<file path="src/hdl/pcts_pkg.sv">
// Package: shared types, widths and constants of the periodic compare timer.
package pcts_pkg;

    localparam int DEF_NUM_SLOTS   = 4;
    localparam int DEF_COUNT_WIDTH = 16;
    localparam int MAX_RESULTS     = 4;

    localparam int OP_W     = 2;
    localparam int ID_W     = 3;
    localparam int PERIOD_W = 16;
    localparam int CHAN_W   = 2;
    localparam int TIME_W   = 16;
    localparam int STAT_W   = 2;

    localparam int APB_AW = 3;
    localparam int APB_DW = 32;
    localparam logic [APB_AW-3:0] CFG_MIN_PERIOD = 1'b0;
    localparam logic [PERIOD_W-1:0] MIN_PERIOD_RST = 16'd4;

    typedef enum logic [OP_W-1:0] {
        OP_TICK  = 2'd0,
        OP_REG   = 2'd1,
        OP_UNREG = 2'd2,
        OP_MOD   = 2'd3
    } op_t;

    typedef enum logic [STAT_W-1:0] {
        ST_OK    = 2'd0,
        ST_SHORT = 2'd1,
        ST_FULL  = 2'd2,
        ST_BADID = 2'd3
    } stat_t;

    typedef struct packed {
        logic [OP_W-1:0]     opcode;
        logic [ID_W-1:0]     slot_id;
        logic [PERIOD_W-1:0] period;
    } cmd_t;

    // batch handed from the core to the serializer
    typedef struct packed {
        logic              load;
        logic              rep;
        logic [CHAN_W-1:0] chan;
        stat_t             status;
    } bat_ctl_t;

endpackage

</file>
<file path="src/hdl/pcts_if.sv">
// Interfaces: command channel and result channel with valid/ready handshake.
interface pcts_cmd_if import pcts_pkg::*; ();
    logic                valid;
    logic                ready;
    logic [OP_W-1:0]     opcode;
    logic [ID_W-1:0]     slot_id;
    logic [PERIOD_W-1:0] period;

    modport source (output valid, output opcode, output slot_id, output period, input ready);
    modport sink (input valid, input opcode, input slot_id, input period, output ready);
endinterface

interface pcts_res_if import pcts_pkg::*; ();
    logic              valid;
    logic              ready;
    logic              kind;
    logic [CHAN_W-1:0] channel;
    logic [TIME_W-1:0] event_time;
    logic [STAT_W-1:0] status;
    logic              last;

    modport source (output valid, output kind, output channel, output event_time,
                    output status, output last, input ready);
    modport sink (input valid, input kind, input channel, input event_time,
                  input status, input last, output ready);
endinterface

</file>
<file path="src/hdl/periodic_compare_timer_slots.sv">
// Top level: periodic output-compare timer with four slots by default.
// Usage:
//   cmd channel takes one item per request: opcode tick, register, unregister
//   or modify, with slot_id and period. res channel returns results: one reply
//   (kind 1, last 1) per request, and zero to four firing events per tick, in
//   slot order, with last on the final one. A tick with nothing due gives none.
//   min_period is set over the APB port at byte address 0, while idle.
// Timing:
//   An accepted item is held in the command register, is evaluated in a single
//   pass once the serializer is free, and its batch is registered in the result
//   serializer, which presents it on res. The events of a tick leave the
//   serializer one per accepted result, and the next item waits in the command
//   register until the batch has drained. cmd is accepted while a batch drains.
// Reset: counter zero, all slots inactive, min_period 4, no result pending.
// Stall: while res.ready is low the current result holds, one more item is
//   buffered in the command register, then cmd.ready drops.
module periodic_compare_timer_slots import pcts_pkg::*; #(
    parameter int NUM_SLOTS   = DEF_NUM_SLOTS,
    parameter int COUNT_WIDTH = DEF_COUNT_WIDTH
) (
    input  logic              clk,
    input  logic              rst_n,
    pcts_cmd_if.sink          cmd,
    pcts_res_if.source        res,
    input  logic              psel,
    input  logic              penable,
    input  logic              pwrite,
    input  logic [APB_AW-1:0] paddr,
    input  logic [APB_DW-1:0] pwdata,
    output logic [APB_DW-1:0] prdata,
    output logic              pready
);

    logic [PERIOD_W-1:0]  min_period_reg;
    logic                 ser_free;
    bat_ctl_t             ctl;
    logic [NUM_SLOTS-1:0] mask;
    logic [TIME_W-1:0]    times [NUM_SLOTS];
    logic                 hit;

    assign pready = 1'b1;
    assign hit    = (paddr[APB_AW-1:2] == CFG_MIN_PERIOD);
    assign prdata = hit ? APB_DW'(min_period_reg) : '0;

    always_ff @(posedge clk or negedge rst_n)
    begin
        if (!rst_n)
            min_period_reg <= MIN_PERIOD_RST;
        else if (psel && penable && pwrite && pready && hit)
            min_period_reg <= pwdata[PERIOD_W-1:0];
    end

    pcts_core #(
        .NUM_SLOTS   (NUM_SLOTS),
        .COUNT_WIDTH (COUNT_WIDTH)
    ) u_core (
        .clk        (clk),
        .rst_n      (rst_n),
        .cmd        (cmd),
        .min_period (min_period_reg),
        .ser_free   (ser_free),
        .ctl        (ctl),
        .mask       (mask),
        .times      (times)
    );

    pcts_ser #(
        .NUM_SLOTS (NUM_SLOTS)
    ) u_ser (
        .clk      (clk),
        .rst_n    (rst_n),
        .ctl      (ctl),
        .mask     (mask),
        .times    (times),
        .res      (res),
        .ser_free (ser_free)
    );

    a_load_free: assert property (@(posedge clk) disable iff (!rst_n)
        ctl.load |-> ser_free)
        else $error("batch loaded while serializer busy");

    a_rep_single: assert property (@(posedge clk) disable iff (!rst_n)
        res.valid && res.kind |-> res.last)
        else $error("reply not marked last");

    a_batch_cont: assert property (@(posedge clk) disable iff (!rst_n)
        res.valid && res.ready && !res.last |=> res.valid && !res.kind)
        else $error("event batch broken before last");

    a_rep_shown: assert property (@(posedge clk) disable iff (!rst_n)
        ctl.load && ctl.rep |=> res.valid && res.kind)
        else $error("reply not presented after load");

endmodule

</file>
<file path="src/hdl/pcts_core.sv">
// Core: command register, timer state and single-pass request/tick evaluation.
module pcts_core import pcts_pkg::*; #(
    parameter int NUM_SLOTS   = DEF_NUM_SLOTS,
    parameter int COUNT_WIDTH = DEF_COUNT_WIDTH
) (
    input  logic                clk,
    input  logic                rst_n,
    pcts_cmd_if.sink            cmd,
    input  logic [PERIOD_W-1:0] min_period,
    input  logic                ser_free,
    output bat_ctl_t            ctl,
    output logic [NUM_SLOTS-1:0] mask,
    output logic [TIME_W-1:0]   times [NUM_SLOTS]
);

    localparam int SLOT_W = (NUM_SLOTS > 1) ? $clog2(NUM_SLOTS) : 1;

    logic                   cmd_vld_reg;
    cmd_t                   cmd_reg;
    logic [COUNT_WIDTH-1:0] tick_reg;
    logic [COUNT_WIDTH-1:0] next_reg [NUM_SLOTS];
    logic [COUNT_WIDTH-1:0] per_reg  [NUM_SLOTS];
    logic [NUM_SLOTS-1:0]   act_reg;

    logic                   proc;
    op_t                    op;
    logic [COUNT_WIDTH-1:0] tick_next;
    logic [COUNT_WIDTH-1:0] per_c;
    logic [NUM_SLOTS-1:0]   due;
    logic                   free_hit;
    logic [SLOT_W-1:0]      free_idx;
    logic                   id_ok;
    logic [SLOT_W-1:0]      id_idx;
    logic                   reg_ok;

    assign proc      = cmd_vld_reg && ser_free;
    assign cmd.ready = !cmd_vld_reg || ser_free;
    assign op        = op_t'(cmd_reg.opcode);
    assign tick_next = tick_reg + 1'b1;
    assign per_c     = COUNT_WIDTH'(cmd_reg.period);
    assign id_ok     = 32'(cmd_reg.slot_id) < NUM_SLOTS;
    assign id_idx    = SLOT_W'(cmd_reg.slot_id);
    assign reg_ok    = (cmd_reg.period >= min_period) && free_hit;

    always_comb
    begin
        free_hit = 1'b0;
        free_idx = '0;
        for (int i = NUM_SLOTS - 1; i >= 0; i--)
        begin
            due[i]   = act_reg[i] && (next_reg[i] == tick_next);
            times[i] = TIME_W'(next_reg[i]);
            if (!act_reg[i])
            begin
                free_hit = 1'b1;
                free_idx = SLOT_W'(i);
            end
        end
    end

    always_comb
    begin
        ctl.load   = proc;
        ctl.rep    = (op != OP_TICK);
        ctl.chan   = '0;
        ctl.status = ST_OK;
        mask       = '0;
        unique case (op)
            OP_TICK:
            begin
                mask = due;
            end
            OP_REG:
            begin
                if (cmd_reg.period < min_period)
                    ctl.status = ST_SHORT;
                else if (!free_hit)
                    ctl.status = ST_FULL;
                else
                    ctl.chan = CHAN_W'(free_idx);
            end
            OP_UNREG, OP_MOD:
            begin
                if (!id_ok)
                    ctl.status = ST_BADID;
                else
                    ctl.chan = CHAN_W'(id_idx);
            end
            default:
            begin
                ctl.status = ST_OK;
            end
        endcase
    end

    always_ff @(posedge clk or negedge rst_n)
    begin
        if (!rst_n)
        begin
            cmd_vld_reg <= 1'b0;
            tick_reg    <= '0;
            act_reg     <= '0;
        end
        else
        begin
            if (cmd.valid && cmd.ready)
                cmd_vld_reg <= 1'b1;
            else if (proc)
                cmd_vld_reg <= 1'b0;
            if (proc)
            begin
                unique case (op)
                    OP_TICK:
                        tick_reg <= tick_next;
                    OP_REG:
                        if (reg_ok)
                            act_reg[free_idx] <= 1'b1;
                    OP_UNREG:
                        if (id_ok)
                            act_reg[id_idx] <= 1'b0;
                    default:
                        act_reg <= act_reg;
                endcase
            end
        end
    end

    always_ff @(posedge clk)
    begin
        if (cmd.valid && cmd.ready)
        begin
            cmd_reg.opcode  <= cmd.opcode;
            cmd_reg.slot_id <= cmd.slot_id;
            cmd_reg.period  <= cmd.period;
        end
        if (proc)
        begin
            unique case (op)
                OP_TICK:
                    for (int i = 0; i < NUM_SLOTS; i++)
                        if (due[i])
                            next_reg[i] <= next_reg[i] + per_reg[i];
                OP_REG:
                    if (reg_ok)
                    begin
                        next_reg[free_idx] <= tick_reg + per_c;
                        per_reg[free_idx]  <= per_c;
                    end
                OP_MOD:
                    if (id_ok)
                        per_reg[id_idx] <= per_c;
                default:
                    per_reg <= per_reg;
            endcase
        end
    end

endmodule

</file>
<file path="src/hdl/pcts_ser.sv">
// Serializer: holds one batch and puts its results on the result channel.
module pcts_ser import pcts_pkg::*; #(
    parameter int NUM_SLOTS = DEF_NUM_SLOTS
) (
    input  logic                 clk,
    input  logic                 rst_n,
    input  bat_ctl_t             ctl,
    input  logic [NUM_SLOTS-1:0] mask,
    input  logic [TIME_W-1:0]    times [NUM_SLOTS],
    pcts_res_if.source           res,
    output logic                 ser_free
);

    localparam int SLOT_W = (NUM_SLOTS > 1) ? $clog2(NUM_SLOTS) : 1;
    localparam int SENT_W = (MAX_RESULTS > 1) ? $clog2(MAX_RESULTS) : 1;

    logic                 busy_reg;
    logic                 rep_reg;
    logic [NUM_SLOTS-1:0] mask_reg;
    logic [SENT_W-1:0]    sent_reg;
    logic [CHAN_W-1:0]    rep_chan_reg;
    stat_t                rep_stat_reg;
    logic [TIME_W-1:0]    time_reg [NUM_SLOTS];

    logic [SLOT_W-1:0]    cur_idx;
    logic [NUM_SLOTS-1:0] rest;
    logic                 last_c;

    always_comb
    begin
        cur_idx = '0;
        for (int i = NUM_SLOTS - 1; i >= 0; i--)
            if (mask_reg[i])
                cur_idx = SLOT_W'(i);
        for (int i = 0; i < NUM_SLOTS; i++)
            rest[i] = mask_reg[i] && (SLOT_W'(i) != cur_idx);
    end

    // a tick shows at most MAX_RESULTS events; the rest are dropped
    assign last_c = rep_reg || (rest == '0) || (sent_reg == SENT_W'(MAX_RESULTS - 1));

    assign res.valid      = busy_reg;
    assign res.kind       = rep_reg;
    assign res.channel    = rep_reg ? rep_chan_reg : CHAN_W'(cur_idx);
    assign res.event_time = rep_reg ? '0 : time_reg[cur_idx];
    assign res.status     = rep_reg ? rep_stat_reg : ST_OK;
    assign res.last       = last_c;
    assign ser_free       = !busy_reg || (res.ready && last_c);

    always_ff @(posedge clk or negedge rst_n)
    begin
        if (!rst_n)
        begin
            busy_reg <= 1'b0;
            rep_reg  <= 1'b0;
            mask_reg <= '0;
            sent_reg <= '0;
        end
        else if (ctl.load)
        begin
            busy_reg <= ctl.rep || (mask != '0);
            rep_reg  <= ctl.rep;
            mask_reg <= mask;
            sent_reg <= '0;
        end
        else if (busy_reg && res.ready)
        begin
            if (last_c)
                busy_reg <= 1'b0;
            else
            begin
                mask_reg <= rest;
                sent_reg <= sent_reg + 1'b1;
            end
        end
    end

    always_ff @(posedge clk)
    begin
        if (ctl.load)
        begin
            rep_chan_reg <= ctl.chan;
            rep_stat_reg <= ctl.status;
            time_reg     <= times;
        end
    end

endmodule
</file>
<file path="src/flat_wrapper.sv">
// flat-port wrapper written by rule: the top's interface ports become plain ports
module periodic_compare_timer_slots_flat import pcts_pkg::*;
#(
    parameter int NUM_SLOTS   = DEF_NUM_SLOTS,
    parameter int COUNT_WIDTH = DEF_COUNT_WIDTH
)
  (clk, rst_n, psel, penable, pwrite, paddr, pwdata, prdata, pready, cmd_valid, cmd_opcode, cmd_slot_id, cmd_period, cmd_ready, res_valid, res_kind, res_channel, res_event_time, res_status, res_last, res_ready);
  pcts_cmd_if cmd_i ();
  pcts_res_if res_i ();
  input  logic clk;
  input  logic rst_n;
  input  logic psel;
  input  logic penable;
  input  logic pwrite;
  input  logic [APB_AW-1:0] paddr;
  input  logic [APB_DW-1:0] pwdata;
  output logic [APB_DW-1:0] prdata;
  output logic pready;
  input wire logic [$bits(cmd_i.valid)-1:0] cmd_valid;
  input wire logic [$bits(cmd_i.opcode)-1:0] cmd_opcode;
  input wire logic [$bits(cmd_i.slot_id)-1:0] cmd_slot_id;
  input wire logic [$bits(cmd_i.period)-1:0] cmd_period;
  output wire logic [$bits(cmd_i.ready)-1:0] cmd_ready;
  output wire logic [$bits(res_i.valid)-1:0] res_valid;
  output wire logic [$bits(res_i.kind)-1:0] res_kind;
  output wire logic [$bits(res_i.channel)-1:0] res_channel;
  output wire logic [$bits(res_i.event_time)-1:0] res_event_time;
  output wire logic [$bits(res_i.status)-1:0] res_status;
  output wire logic [$bits(res_i.last)-1:0] res_last;
  input wire logic [$bits(res_i.ready)-1:0] res_ready;
  assign cmd_i.valid = cmd_valid;
  assign cmd_i.opcode = cmd_opcode;
  assign cmd_i.slot_id = cmd_slot_id;
  assign cmd_i.period = cmd_period;
  assign cmd_ready = cmd_i.ready;
  assign res_valid = res_i.valid;
  assign res_kind = res_i.kind;
  assign res_channel = res_i.channel;
  assign res_event_time = res_i.event_time;
  assign res_status = res_i.status;
  assign res_last = res_i.last;
  assign res_i.ready = res_ready;
  periodic_compare_timer_slots #(.NUM_SLOTS(NUM_SLOTS), .COUNT_WIDTH(COUNT_WIDTH)) u_core (.clk(clk), .rst_n(rst_n), .cmd(cmd_i), .res(res_i), .psel(psel), .penable(penable), .pwrite(pwrite), .paddr(paddr), .pwdata(pwdata), .prdata(prdata), .pready(pready));
endmodule
</file>
<file path="config.mk">
export PLATFORM = sky130hd
export DESIGN_NAME = periodic_compare_timer_slots_flat
export DESIGN_NICKNAME = d
export VERILOG_FILES = /design/src/hdl/pcts_pkg.sv /design/src/hdl/pcts_if.sv /design/src/hdl/periodic_compare_timer_slots.sv /design/src/hdl/pcts_core.sv /design/src/hdl/pcts_ser.sv /design/src/flat_wrapper.sv
export SDC_FILE = /design/constraint.sdc
export NUM_CORES = 1
export LEC_CHECK = 0
export ABC_AREA = 1
export BUFFER_PORTS_ARGS = -buffer_cell sky130_fd_sc_hd__buf_2
export CORE_ASPECT_RATIO = 1.5
export CORE_MARGIN = 3
export CORE_UTILIZATION = 46
export DETAILED_ROUTE_END_ITERATION = 16
export PLACE_DENSITY = 0.7
export SKIP_CTS_REPAIR_TIMING = 1
export SLEW_MARGIN = 20
export SYNTH_ARGS = -nofsm -noshare
export SYNTH_HDL_FRONTEND = slang
export SYNTH_HIERARCHICAL = 1
export SYNTH_SLANG_ARGS = --single-unit
</file>
<file path="constraint.sdc">
create_clock -name clk -period 4.1 [get_ports clk]
set_clock_uncertainty 0.2 [all_clocks]
set_input_delay 0 -clock clk [delete_from_list [all_inputs] [get_ports clk]]
set_output_delay 0 -clock clk [all_outputs]
set_load 0.02 [all_outputs]
</file>
==> impl_metrics.ini, run 1 <==
[pwr]
power_frac_comb_pct = 28.8
p_seq_share_pct = 41.1
clock_power_share_pct = 30.1
power.internal_mw = 5.48
p_leak_nw = 8.85
switching_share_pct = 35.0
psw_mw = 2.95
irDropWorstVdd_mv = 0.339
powerDensity_nw_per_um2 = 433
total_power_mw = 8.42

[grt]
first_global_vias = 13300
initial_antenna_violation_count = 1
grt_start_max_net_pins = 46
grt_pass1_wl_mm = 75.8
global_route.usage.total_pct = 26.1
grt.overflow.total = 0

[sta]
post-route-min-period_ps = 3280
finalHoldViolations = 0
totalNegativeSetupSlack_ps = 0
timing.final.setup_violations = 0
share_of_the_clock_period_used_by_the_worst_path_after_layout_pct = 80.1
slew_violations = 0
fmaxAchievable_mhz = 305
grt_setup_unrepaired = no
max_slew.worst_pin.slew_ps = 986
worst_rel_slew_slack_pct = 34.0

[yosys]
synth_simple_gate_area_share_pct = 26.7
yosys.area_share.xor_xnor_pct = 4.26
synth_compound_area_share_pct = 8.42
yosys_register_bits = 262
yosysWarnings = 6
postSynth.topFlopCell = sky130_fd_sc_hd__edfxtp_1
sequential_to_total_area_share_from_yosys_stat_pct = 45.9
ys_async_sr_fraction_pct = 17.2
synthAdderAreaFrac_pct = 7.60
netlist_instances = 1973
synth.cell_area_sq_um = 16600
largest_family_of_logic_cells_by_synthesized_area = simple AND/OR/NAND/NOR gates
synth_enable_flop_cells = 217
synth.lib_cells_used.distinct = 53
synth.mux.area_fraction_pct = 0
syn_area_per_cell_sq_um = 8.43

[drt]
dr_total_vias = 14600
detail_route.first_pass.iterations = 6
drcViolationCount = 0
routed_vias_inst = 5.46
finalWirelength_mm = 53.3
detail_route.iter0.violations = 1165
drt.antenna.violating_nets = 0
avgRoutedWirePerCell_um = 20.0

[worst_setup_path]
worst_ep_required_time_ps = 4120
worst_ep_arrival_time_ps = 3300
worst_setup_path_start_kind = flip-flop
path_max_fanout = 16
worst_setup_path_category = reg -> reg
setup.worst_path.end_class = flip-flop

[layout]
final_layout_size_suffix_gt1_share_pct = 11.1
finish.utilization_pct = 54.9
fillerInstances = 3192
insertedDiodeCount = 0
most-common-layout-cells = sky130_fd_sc_hd__nand2_1 (558), sky130_fd_sc_hd__edfxtp_1 (217), sky130_fd_sc_hd__inv_1 (208), sky130_fd_sc_hd__nor2_1 (208), sky130_fd_sc_hd__nand3_1 (111)
area_taken_by_multi_input_logic_gates_sq_um = 7890
number_of_nets_in_the_final_layout = 2334
flow.area_growth_from_synthesis_pct = 16.9
seq_area_sq_um = 7640
mostFrequentLayoutCell = sky130_fd_sc_hd__nand2_1

[floorplan]
fp.dieArea_sq_um = 38500
dieWidth_um = 161
rows = 84
initial_utilization_pct = 47.0
die_height_um = 239
design.core.area_sq_um = 35400
io-pin-count = 120

[cts]
insertion_delay_ps = 560
clkSlewWorstSetupHoldPaths_ps = 60
tritoncts_clock_tree = yes
clock_sink_count = 262
htree_num_levels = 1
cts.root.buffer_cell = sky130_fd_sc_hd__clkbuf_16
cts_buffer_depth = 3
cts_buf_count = 27

[run]
max_capacitance_violation_count = 0

[run_status]
run_status = complete, no violations

[placed_design]
detailed_place_hpwl_mm = 40.2
gp_routability_congestion = 1.01
number_of_buffer_cells_added_on_primary_ports = 84

[hold_path]
min-delay-path-class = in -> reg
==> Yosys cell counts, types with 3 or more instances <==
cell type	count	area share, %
sky130_fd_sc_hd__a211oi_1	4	0.18
sky130_fd_sc_hd__a21o_1	12	0.54
sky130_fd_sc_hd__a21oi_1	84	2.5
sky130_fd_sc_hd__a31oi_1	5	0.19
sky130_fd_sc_hd__and2_1	4	0.15
sky130_fd_sc_hd__buf_2	13	0.39
sky130_fd_sc_hd__buf_4	21	0.95
sky130_fd_sc_hd__buf_6	3	0.20
sky130_fd_sc_hd__clkbuf_1	10	0.23
sky130_fd_sc_hd__clkinv_1	3	0.068
sky130_fd_sc_hd__dfrtp_1	44	6.6
sky130_fd_sc_hd__edfxtp_1	217	39
sky130_fd_sc_hd__fa_1	5	0.60
sky130_fd_sc_hd__ha_1	93	7.0
sky130_fd_sc_hd__inv_1	208	4.7
sky130_fd_sc_hd__inv_2	8	0.18
sky130_fd_sc_hd__nand2_1	558	13
sky130_fd_sc_hd__nand2_2	27	1.0
sky130_fd_sc_hd__nand2_4	4	0.27
sky130_fd_sc_hd__nand3_1	111	3.3
sky130_fd_sc_hd__nand3_2	5	0.30
sky130_fd_sc_hd__nand3b_1	21	0.95
sky130_fd_sc_hd__nand4_1	25	0.94
sky130_fd_sc_hd__nor2_1	208	4.7
sky130_fd_sc_hd__nor2_2	6	0.23
sky130_fd_sc_hd__nor2_4	4	0.27
sky130_fd_sc_hd__nor3_1	24	0.72
sky130_fd_sc_hd__o211ai_1	6	0.27
sky130_fd_sc_hd__o211ai_2	9	0.68
sky130_fd_sc_hd__o21a_1	3	0.14
sky130_fd_sc_hd__o21ai_0	84	2.5
sky130_fd_sc_hd__o21ai_1	5	0.15
sky130_fd_sc_hd__o21bai_1	8	0.36
sky130_fd_sc_hd__o22ai_1	4	0.15
sky130_fd_sc_hd__o31ai_1	4	0.18
sky130_fd_sc_hd__or2_1	10	0.38
sky130_fd_sc_hd__or2_2	11	0.41
sky130_fd_sc_hd__xnor2_1	35	1.8
sky130_fd_sc_hd__xor2_1	46	2.4
==> layer usage <==
layer / global-route usage [%] / routed length (um)
met1: 30.2 / 19300
met2: 46.8 / 26500
met3: 2.58 / 3960
met4: 15.3 / 3540
met5: 0 / 0
==> power groups by stage <==
stage | Combinational [mW] | Clock, mW | Sequential (mW)
2_1_floorplan | 1.56 | 0 | 3.43
3_3_place_gp | 2.22 | 0 | 3.50
3_5_place_dp | 2.27 | 0 | 3.51
4_1_cts | 2.28 | 2.58 | 3.46
5_1_grt | 2.64 | 2.67 | 3.48
6_report | 2.42 | 2.54 | 3.46
==> path summary, 6_finish.rpt <==
| kind | start | end | slack, ps | cells past startpoint |
|---|---|---|---|---|
| max in group asynchronous | rst_n | u_core/u_core/tick_reg[9] | 2770 | 4 |
| setup / recovery | u_core/u_core/tick_reg[1] | u_core/u_core/next_reg[3][14] | 820 | 12 |
| min in group asynchronous | rst_n | u_core/u_ser/res.valid | 430 | 4 |
| hold / removal | res_ready | u_core/u_ser/res.valid | 180 | 7 |
| setup reg to reg | u_core/u_core/tick_reg[1] | u_core/u_core/next_reg[3][14] | 820 | 12 |
| hold reg to reg | u_core/u_core/next_reg[2][13] | u_core/u_ser/time_reg[29] | 300 | 0 |
==> cell type report <==
type | instances | share of cell area [%]
multi-input cells | 1456 | 40.6
flip-flops and latches | 262 | 39.3
repair buffers | 205 | 8.06
inverters | 221 | 4.30
clock buffers | 38 | 4.00
well taps | 473 | 3.04
clock inverters | 12 | 0.721
==> through the flow <==
| stage | setup WS [ps] | area (sq um) | hold slack [ps] | instances |
|---|---|---|---|---|
| 4_1_cts | 842 | 18500 | -646 | 2572 |
| 6_report | 818 | 19400 | 184 | 2667 |
| 3_5_place_dp | 843 | 17600 | -48.0 | 2522 |
| 2_1_floorplan | 1160 | 16700 | -496 | 1988 |
| 5_1_grt | 627 | 19400 | 223 | 2667 |
| 3_3_place_gp | 920 | 17600 | -44.3 | 2522 |
==> cell families after synthesis <==
group / Yosys count
AO/OA/AOI/OAI: 237
XOR/XNOR: 81
adder cells (fa/ha/maj): 98
buffers and inverters: 270
flip-flops: 262
other: 2
AND/OR/NAND/NOR: 1023
==> critical path, stage by stage, from the launching register on <==
cell and delay (ps):
sky130_fd_sc_hd__dfrtp_1 490, sky130_fd_sc_hd__ha_1 440, sky130_fd_sc_hd__inv_1 120, sky130_fd_sc_hd__o21bai_1 300, sky130_fd_sc_hd__nand2_2 220, sky130_fd_sc_hd__nand2_1 130
sky130_fd_sc_hd__nand4_1 80, sky130_fd_sc_hd__nor2_1 170, sky130_fd_sc_hd__nand3_1 90, sky130_fd_sc_hd__nor2_1 230, sky130_fd_sc_hd__nor2_1 70, sky130_fd_sc_hd__nor2_1 100
sky130_fd_sc_hd__buf_4 280
No activity file was read; power rests on OpenSTA's default activity.
==> inputs of run 2 (changes only) <==
--- a/config.mk
+++ b/config.mk
@@ -5,13 +5,13 @@
 export SDC_FILE = /design/constraint.sdc
 export NUM_CORES = 1
 export LEC_CHECK = 0
-export ABC_AREA = 1
+export ABC_AREA = 0
 export BUFFER_PORTS_ARGS = -buffer_cell sky130_fd_sc_hd__buf_2
 export CORE_ASPECT_RATIO = 1.5
 export CORE_MARGIN = 3
 export CORE_UTILIZATION = 46
 export DETAILED_ROUTE_END_ITERATION = 16
-export PLACE_DENSITY = 0.7
+export PLACE_DENSITY = 0.72
 export SKIP_CTS_REPAIR_TIMING = 1
 export SLEW_MARGIN = 20
 export SYNTH_ARGS = -nofsm -noshare
==> constraint.sdc (replaced) <==
create_clock -name clk -period 2.8 [get_ports clk]
set_clock_uncertainty 0.2 [all_clocks]
set_input_delay 0 -clock clk [delete_from_list [all_inputs] [get_ports clk]]
set_output_delay 0 -clock clk [all_outputs]
set_load 0.02 [all_outputs]
==> run 2 against run 1 <==
- the flow now finishes with violations (setup timing)
- final area increased by 14%
- worst hold slack gained 130 ps
- flip-flop and latch count unchanged
- sequential power up 42%
- combinational power is 98% higher
- critical path type unchanged
- largest cell class unchanged
- largest power group unchanged
==> impl_metrics.ini, run 2 <==
[layout]
mostFrequentLayoutCell = sky130_fd_sc_hd__buf_4
final_layout_size_suffix_gt1_share_pct = 34.4
layout.cells.non_filler = 2322
fillerInstances = 2341
insertedDiodeCount = 0
number_of_nets_in_the_final_layout = 2043
final_design_area_no_fill_sq_um = 22200
flow.area_growth_from_synthesis_pct = 40.3
most-common-layout-cells = sky130_fd_sc_hd__buf_4 (263), sky130_fd_sc_hd__edfxtp_1 (217), sky130_fd_sc_hd__ha_1 (86), sky130_fd_sc_hd__buf_2 (84), sky130_fd_sc_hd__dlygate4sd3_1 (81)
finish.utilization_pct = 66.1

[drt]
detail_route.iter0.violations = 892
finalWirelength_mm = 51.9
dr_total_vias = 13400
detail_route.first_pass.iterations = 5
drcViolationCount = 0
drt.antenna.violating_nets = 0
avgRoutedWirePerCell_um = 22.3
routed_vias_inst = 5.75

[placed_design]
detailed_place_hpwl_mm = 36.0
post_placement_cell_area_sq_um = 18900
pre_cts_slack_ps = -830
gp_routability_congestion = 0.967
number_of_buffer_cells_added_on_primary_ports = 84
post-place-cells = 2136

[worst_setup_path]
worst_reg2reg_startpoint = u_core/u_core/tick_reg[0]
timing.critical_path.slowest_cell_delay_ps = 450
worst_setup_path_start_kind = flip-flop
worst_setup_path_category = reg -> reg
rr_endpoint = u_core/u_core/next_reg[2][12]
cp_cell_instances = buf_6, nand3_4, xor2_4, buf_6, xnor2_2, nor4_2, buf_4, nand4_1, nor4_2, nand4b_1, o21ai_2, clkbuf_16
setup.worst_path.end_class = flip-flop
ff2ff_path_depth = 12
critical-path-slowest-cell = sky130_fd_sc_hd__dfrtp_1
worst_ep_arrival_time_ps = 3490
cpLargestDelayFamily = simple AND/OR/NAND/NOR gates
worst_ep_required_time_ps = 2870
cp_num_buf_inv = 4
reg2reg_setup_slack_ps = -620
path_max_fanout = 8

[floorplan]
die_height_um = 233
initial_utilization_pct = 47.1
rows = 82
fp.dieArea_sq_um = 36800
io-pin-count = 120
dieWidth_um = 158
design.core.area_sq_um = 33700

[sta]
fmaxAchievable_mhz = 293
worst_rel_slew_slack_pct = 50.4
slew_violations = 0
grt_setup_unrepaired = yes
post-route-min-period_ps = 3420
totalNegativeSetupSlack_ps = -56730
layout_setup_ws_ps = -618
share_of_the_clock_period_used_by_the_worst_path_after_layout_pct = 122
finalHoldViolations = 0
timing.final.setup_violations = 191
timing.hold.ws_ps = 310
max_slew.worst_pin.slew_ps = 741

[grt]
first_global_vias = 12700
grt_start_max_net_pins = 41
grt_pass1_wl_mm = 68.9
grt.overflow.total = 0
initial_antenna_violation_count = 0
global_route.usage.total_pct = 24.6

[yosys]
ys_async_sr_fraction_pct = 17.2
cell_type_contributing_the_most_total_cell_area_after_synthesis = sky130_fd_sc_hd__edfxtp_1
synth_most_common_cell = sky130_fd_sc_hd__edfxtp_1
postSynth.topFlopCell = sky130_fd_sc_hd__edfxtp_1
synth.cell_area_sq_um = 15800
yosys_register_bits = 262
syn_area_per_cell_sq_um = 11.2
yosysWarnings = 6
synth_enable_flop_cells = 217
yosys-top-cells-count = sky130_fd_sc_hd__edfxtp_1 (217), sky130_fd_sc_hd__ha_1 (93), sky130_fd_sc_hd__nand2_1 (85)
cells_taking_the_most_area_after_synthesis = sky130_fd_sc_hd__edfxtp_1 (41%), sky130_fd_sc_hd__ha_1 (7.3%), sky130_fd_sc_hd__dfrtp_1 (6.9%)
netlist.area_leader.share_pct = 41.1
netlist_instances = 1410
synth.lib_cells_used.distinct = 80
sequential_to_total_area_share_from_yosys_stat_pct = 48.2

[hold_path]
hold_path_startpoint = paddr[2]
worst_hold_path.endpoint = prdata[5]
min_delay_path_depth = 3
min-delay-path-class = in -> out

[cts]
htree_num_levels = 1
clkSlewWorstSetupHoldPaths_ps = 60
cts_buffer_depth = 3
insertion_delay_ps = 560
cts_buf_count = 27
clock_sink_count = 262
cts.root.buffer_cell = sky130_fd_sc_hd__clkbuf_16
tritoncts_clock_tree = yes

[pwr]
p_leak_nw = 9.23
total_power_mw = 13.7
powerDensity_nw_per_um2 = 616
irDropWorstVdd_mv = 0.486

[run_status]
run_status = complete, but fails checks
failed_checks = setup timing

[run]
max_capacitance_violation_count = 0
==> run 2: cell types whose count changed after synthesis, sizes merged, moves of 31 or more <==
cell	previous run	this run
nand2	589	86
inv	218	55
nor2	220	83
nand3	116	37
and2	4	69
mux2	0	47
xnor2	35	81
nor2b	0	44
xor2	46	77
==> run 2: how the worst max path moves through the flow <==
stage / depth (start not counted) / end / from / slack (ps)
2_1_floorplan: 10 / u_core/u_core/next_reg[1][0] / u_core/u_ser/mask_reg[1] / -300
3_3_place_gp: 10 / u_core/u_core/next_reg[0][0] / u_core/u_core/tick_reg[0] / -760
3_5_place_dp: 10 / u_core/u_core/next_reg[0][1] / u_core/u_core/tick_reg[0] / -830
4_1_cts: 10 / u_core/u_core/next_reg[0][5] / u_core/u_core/tick_reg[0] / -850
5_1_grt: 12 / u_core/u_core/next_reg[2][12] / u_core/u_core/tick_reg[0] / -650
6_report: 12 / u_core/u_core/next_reg[2][12] / u_core/u_core/tick_reg[0] / -620
==> run 2: cells by family after synthesis <==
kind of cell / count (synthesis) / synth area share [%]
AO/OA/AOI/OAI: 254 / 10.6
XOR/XNOR: 158 / 9.02
adder cells (fa/ha/maj): 99 / 8.05
buffers and inverters: 118 / 3.47
flip-flops: 262 / 48.2
multiplexers: 69 / 4.99
other: 2 / 0.0474
AND/OR/NAND/NOR: 448 / 15.6
==> run 2: final cells by class <==
class / count / area [sq um] / share of cell area, %
Clock buffer: 36 / 739 / 3.33
Clock inverter: 13 / 221 / 0.996
Timing Repair Buffer: 487 / 4130 / 18.6
Multi-Input combinational cell: 1048 / 8760 / 39.4
Inverter: 56 / 213 / 0.957
Sequential cell: 262 / 7640 / 34.4
Tap cell: 420 / 526 / 2.36
==> run 2: layer usage <==
metal	wire, um	global-route usage, %
met5	0	0
met2	27100	46.5
met1	18500	27.3
met3	2790	2.91
met4	3430	10.7
==> run 2: where the power goes <==
part | switching [mW] | internal [mW]
Sequential | 0.245 | 4.68
Combinational | 2.52 | 2.27
Clock | 1.57 | 2.41
==> run 2: worst reg2reg max path: stages, from the launching register on <==
cell	delay [ps]
sky130_fd_sc_hd__dfrtp_1	450
sky130_fd_sc_hd__buf_6	180
sky130_fd_sc_hd__nand3_4	110
sky130_fd_sc_hd__xor2_4	210
sky130_fd_sc_hd__buf_6	130
sky130_fd_sc_hd__xnor2_2	130
sky130_fd_sc_hd__nor4_2	250
sky130_fd_sc_hd__buf_4	150
sky130_fd_sc_hd__nand4_1	190
sky130_fd_sc_hd__nor4_2	300
sky130_fd_sc_hd__nand4b_1	240
sky130_fd_sc_hd__o21ai_2	340
sky130_fd_sc_hd__clkbuf_16	240
